## src/design/bsem_pkg.sv

```systemverilog
// Shared types and codes for the binary semaphore bank with priority wait queues.
package bsem_pkg;

   localparam int unsigned KIND_BITS = 3;
   localparam int unsigned STAT_BITS = 3;
   localparam int unsigned PRIO_BITS = 3;
   localparam int unsigned SIDX_BITS = 5;
   localparam int unsigned WID_BITS  = 8;
   localparam int unsigned CNT_BITS  = 7;

   localparam logic [KIND_BITS-1:0] KIND_INIT    = 3'd0;
   localparam logic [KIND_BITS-1:0] KIND_WAIT    = 3'd1;
   localparam logic [KIND_BITS-1:0] KIND_SIGNAL  = 3'd2;
   localparam logic [KIND_BITS-1:0] KIND_DESTROY = 3'd3;
   localparam logic [KIND_BITS-1:0] KIND_READ    = 3'd4;

   localparam logic [STAT_BITS-1:0] STAT_OK        = 3'd0;
   localparam logic [STAT_BITS-1:0] STAT_NOT_INIT  = 3'd1;
   localparam logic [STAT_BITS-1:0] STAT_ALREADY   = 3'd2;
   localparam logic [STAT_BITS-1:0] STAT_WAITERS   = 3'd3;
   localparam logic [STAT_BITS-1:0] STAT_BAD_ARG   = 3'd4;
   localparam logic [STAT_BITS-1:0] STAT_QUEUE_FULL = 3'd5;

   // operation classified by the front end
   typedef enum logic [2:0] {
      OP_REJECT,
      OP_INIT,
      OP_WAIT,
      OP_SIGNAL,
      OP_DESTROY,
      OP_READ
   } op_type;

   typedef struct packed {
      op_type                 op;
      logic [SIDX_BITS-1:0]   sem;
      logic                   init_value;
      logic [PRIO_BITS-1:0]   prio;   // zero-based priority
      logic [WID_BITS-1:0]    wid;
   } cmd_type;

endpackage

```

## src/design/bsem_front.sv

```systemverilog
// Front end: accepts requests, checks arguments and queues classified commands.
module bsem_front #(
   parameter int unsigned NUM_SEMS  = 32,
   parameter int unsigned NUM_PRIOS = 5,
   parameter int unsigned ID_BITS   = 8
) (
   input  logic                                clock,
   input  logic                                reset,
   input  logic                                req_valid,
   output logic                                req_ready,
   input  logic [bsem_pkg::KIND_BITS-1:0]      req_type,
   input  logic [bsem_pkg::SIDX_BITS-1:0]      req_sem_index,
   input  logic                                req_init_value,
   input  logic [bsem_pkg::PRIO_BITS-1:0]      req_priority_req,
   input  logic [bsem_pkg::WID_BITS-1:0]       req_waiter_id,
   output logic                                cmd_valid,
   input  logic                                cmd_ready,
   output bsem_pkg::cmd_type                   cmd
);
   localparam logic [bsem_pkg::WID_BITS-1:0] ID_MASK =
      (ID_BITS >= bsem_pkg::WID_BITS) ? {bsem_pkg::WID_BITS{1'b1}} :
      bsem_pkg::WID_BITS'((9'd1 << ID_BITS) - 9'd1);

   // two-entry queue between front and back
   bsem_pkg::cmd_type q_ff [2];
   bsem_pkg::cmd_type q_in;
   logic [1:0]        cnt_ff, cnt_in;
   logic              rd_ff, rd_in;
   logic              push, pop;

   always_comb begin
      q_in            = '0;
      q_in.sem        = req_sem_index;
      q_in.init_value = req_init_value;
      q_in.prio       = req_priority_req - 3'd1;
      q_in.wid        = req_waiter_id & ID_MASK;
      if (32'(req_sem_index) >= NUM_SEMS) begin
         q_in.op = bsem_pkg::OP_REJECT;
      end else begin
         unique case (req_type)
            bsem_pkg::KIND_INIT:    q_in.op = bsem_pkg::OP_INIT;
            bsem_pkg::KIND_WAIT: begin
               if (req_priority_req == 3'd0 || 32'(req_priority_req) > NUM_PRIOS) begin
                  q_in.op = bsem_pkg::OP_REJECT;
               end else begin
                  q_in.op = bsem_pkg::OP_WAIT;
               end
            end
            bsem_pkg::KIND_SIGNAL:  q_in.op = bsem_pkg::OP_SIGNAL;
            bsem_pkg::KIND_DESTROY: q_in.op = bsem_pkg::OP_DESTROY;
            bsem_pkg::KIND_READ:    q_in.op = bsem_pkg::OP_READ;
            default:                q_in.op = bsem_pkg::OP_REJECT;
         endcase
      end
   end

   assign req_ready = (cnt_ff != 2'd2);
   assign cmd_valid = (cnt_ff != 2'd0);
   assign cmd       = q_ff[rd_ff];
   assign push      = req_valid && req_ready;
   assign pop       = cmd_valid && cmd_ready;
   assign rd_in     = pop ? ~rd_ff : rd_ff;
   assign cnt_in    = cnt_ff + {1'b0, push} - {1'b0, pop};

   always_ff @(posedge clock) begin
      if (reset) begin
         cnt_ff <= '0;
         rd_ff  <= 1'b0;
      end else begin
         cnt_ff <= cnt_in;
         rd_ff  <= rd_in;
      end
      if (push) begin
         q_ff[rd_ff ^ cnt_ff[0]] <= q_in;
      end
   end
endmodule

```

## config.mk

```make
export PLATFORM = sky130hd
export DESIGN_NAME = bsem_front
export DESIGN_NICKNAME = d
export VERILOG_FILES = /design/src/design/bsem_pkg.sv /design/src/design/bsem_front.sv
export SDC_FILE = /design/constraint.sdc
export NUM_CORES = 1
export LEC_CHECK = 0
export BUFFER_PORTS_ARGS = -buffer_cell sky130_fd_sc_hd__buf_4
export CAP_MARGIN = 20
export CORE_MARGIN = 2
export CORE_UTILIZATION = 58
export CTS_BUF_LIST = sky130_fd_sc_hd__clkbuf_8
export CTS_CLUSTER_DIAMETER = 100
export CTS_CLUSTER_SIZE = 20
export DETAILED_ROUTE_END_ITERATION = 16
export PLACE_DENSITY_LB_ADDON = 0.3
export SETUP_SLACK_MARGIN = 0.2
export SLEW_MARGIN = 0
export SYNTH_ARGS = -nofsm -noshare
export SYNTH_HDL_FRONTEND = slang
export SYNTH_SLANG_ARGS = --single-unit
```

## constraint.sdc

```tcl
create_clock -name clock -period 2.9 [get_ports clock]
set_input_delay 0.29 -clock clock [delete_from_list [all_inputs] [get_ports clock]]
set_output_delay 0.29 -clock clock [all_outputs]
set_load 0.02 [all_outputs]
```

==> metrics.md <==
| Metric | Value |
|---|---|
| VDD IR max | 0.000566 V |
| Die H | 59.2 um |
| GRT overflow | 0 |
| Total GRT Usage | 18.5% |
| Clk slew on worst S/H paths | 0.08 ns |
| Tot Pwr | 0.00226 W |
| Number of CTS-inserted buffers | 5 |
| Dominant cell by count in the synthesized netlist | edfxtp_1 |
| Clock root cell | clkbuf_8 |
| Reg2reg start | cnt_ff[0]$_SDFF_PP0_ |
| Setup crit end kind | primary output |
| # rows | 20 |
| Most used DFF post-synth | edfxtp_1 |
| Most common library cells after synthesis | 40 x edfxtp_1, 20 x mux2_2, 7 x inv_1 |
| Final net count | 186 |
| Outcome | completed |
| Post_cts resized | 0 |
| Core box area | 2980 sq um |
| Yosys warning total | 0 |
| Max Freq | 488 MHz |
| Via count | 1020 |
| H-tree depth | 2 |
| Synth unique cells | 21 |
| Top post-synthesis cells by area | edfxtp_1 68%, mux2_2 13%, dfxtp_1 4.5%, ha_1 3.5%, inv_1 1.5% |
| CP startpoint kind | flip-flop |
| WL final | 2930 um |
| Mapped Area | 1760 sq um |
| WP data required | 2.61 ns |
| Slew headroom | 44.4% |
| Avg Inst Size Synth | 16.8 sq um |
| Layout area overhead | 27.7% |
| First-pass GRT wire length | 4510 um |
| Inserted Diodes | 0 |
| Hold Path Depth | 1 |
| Initial antenna violation count | 0 |
| Crit Path Category | flip-flop to primary output |
| Iteration-0 DRC Markers | 38 |
| Syn nets | 134 |
| R2R depth | 9 |
| Worst EP arrival | 1.76 ns |
| Logic pwr share | 36.6% |
| Largest family of logic cells by synthesized area | multiplexers |
| Clock sink total | 44 |
| Crit-path max FO | 20 |
| CTS tree | done |
| FF+latch count, synth | 44 |
| Sw Pwr | 0.000716 W |
| Setup repair bufs after CTS | 0 |
| Hold Vio Cnt, Final | 0 |
| Placer congestion estimate | 0.730 |
| Number of global-route vias before repair | 1062 |
| Post-synthesis xor/xnor area fraction | 0.993% |
| Clk pwr share | 19.6% |
| Layout cells sized above 1 | 49.4% |
| Setup repair after global routing missed its margin | no |
| DIE AREA | 3500 sq um |
| Leak Pwr | 0.906 nW |
| Area leader, netlist | edfxtp_1 |
| Pint | 0.00154 W |
| Final setup violation count | 0 |
| Max-slew violations | 0 |
| Cells after Synth | 105 |
| Hold_sp | req_waiter_id[5] |
| Final HPWL DP | 1970 um |
| Pwr Density | 1000 nW/um^2 |
| Drt drc | 0 |
| Clk Latency, worst-skew pair | 0.29 ns |
| Number of port buffers | 45 |
| Post-cts hold buffer count | 0 |
| Number of synthesized flops with an enable pin | 40 |
| Top-area cell type share of the netlist area | 68.1% |
| Routed length per instance | 15.3 um |
| CTS max path bufs | 2 |
| Worst-Margin Slew | 0.832 ns |
| Reg power frac | 43.8% |
| Final setup skew | 0.00542 ns |
| Die width | 59.2 um |
| Setup TNS | 0 ns |
| Largest net degree at the start of global routing | 21 |
| Starting Density | 59.2% |
| Multiplexer share of the synthesized area | 13.3% |
| Simple-Gate Fraction of Synth Area | 5.04% |
| Max cap viols | 0 |
| Fin crit share | 70.7% |
| HP Class | input port to flip-flop |
| Post-synthesis adder-cell area fraction | 3.55% |
| DR pass1 iterations | 4 |
| # IOs | 46 |
| Synth Area in Compound Gates | 2.13% |
| Asr flop ratio synth | 0% |
| Final critical-path required period | 2.05 ns |
| Drt via density | 5.34 |
| Net Sw Frac | 31.7% |
| Final antenna-violating net count | 0 |
| Register area share after synthesis | 72.6% |
[layout make-up]
cell class / count / area, sq um
Clock inverter: 3 / 38.8
Sequential cell: 44 / 1280
Fill cell: 196 / 724
Timing Repair Buffer: 47 / 353
Clock buffer: 5 / 68.8
Inverter: 7 / 26.3
Tap cell: 33 / 41.3
Multi-Input combinational cell: 52 / 444
[metrics by stage]
stage                     cells  utilization [%]  setup slack (ns)  hold slack (ns)  instance area (sq um)
final                       191             75.7             0.850            0.180                   2250
after global routing        191             75.7             0.707            0.155                   2250
after CTS                   191             75.7             0.783            0.166                   2250
after detailed placement    183             72.1              1.11            0.478                   2150
after global placement      183             72.1              1.13            0.475                   2150
after floorplan             105                -              1.01            0.362                   1760
[power by group through the flow]
| stage | sequential [W] | clock [W] | combinational [W] |
|---|---|---|---|
| after detailed placement | 0.00101 | 0 | 0.000830 |
| final | 0.000988 | 0.000443 | 0.000825 |
| after CTS | 0.000993 | 0.000456 | 0.000837 |
| after global placement | 0.000994 | 0 | 0.000799 |
| after global routing | 0.00101 | 0.000480 | 0.000877 |
| after floorplan | 0.000952 | 0 | 0.000548 |
[critical path: stages, from the launching register on]
cell and delay (ns):
dfxtp_1 0.87, mux2_2 0.44, buf_4 0.16
[worst paths after layout]
kind / to / slack, ns
setup / recovery: cmd[8] / 0.85
setup reg to reg: cnt_ff[1]$_SDFF_PP0_ / 1.20
hold reg to reg: cnt_ff[1]$_SDFF_PP0_ / 0.58
hold / removal: q_ff[0][5]$_DFFE_PP_ / 0.18
[cells in the final DEF, fill, tap and decap left out]
master     count
edfxtp_1      40
o21a_2         1
nand2_1        4
nor2b_2        1
mux2_2        20
buf_4         47
clkbuf_8       5
and2_1         1
and2_2         1
o311ai_0       1
o21ai_0        1
nor2b_1        1
a21oi_1        3
xor2_1         1
nor2_1         6
nand2b_1       1
clkinv_2       1
or2_4          1
bufinv_16      1
dfxtp_1        4
nor3_1         2
inv_1          8
xnor2_1        1
mux2i_1        1
ha_1           5
[routing by layer]
layer	GRT usage (%)	vias up	wire [um]
li1	-	485	-
met1	17.5	494	1100
met2	33.3	33	1580
met3	8.52	8	187
met4	8.77	0	59
met5	0	-	0
[sequential cells by signal (all words and copies together) (netlist names), named ones only]
signal and count:
q_ff 40, cnt_ff 2, rd_ff 1
[cells by family after synthesis]
family / count (synthesis)
compound gates: 6
xor+xnor: 2
fa+ha+maj: 5
buf+inv: 9
flops: 44
mux: 21
simple gates: 18
Power figures use the tool's default switching activity.
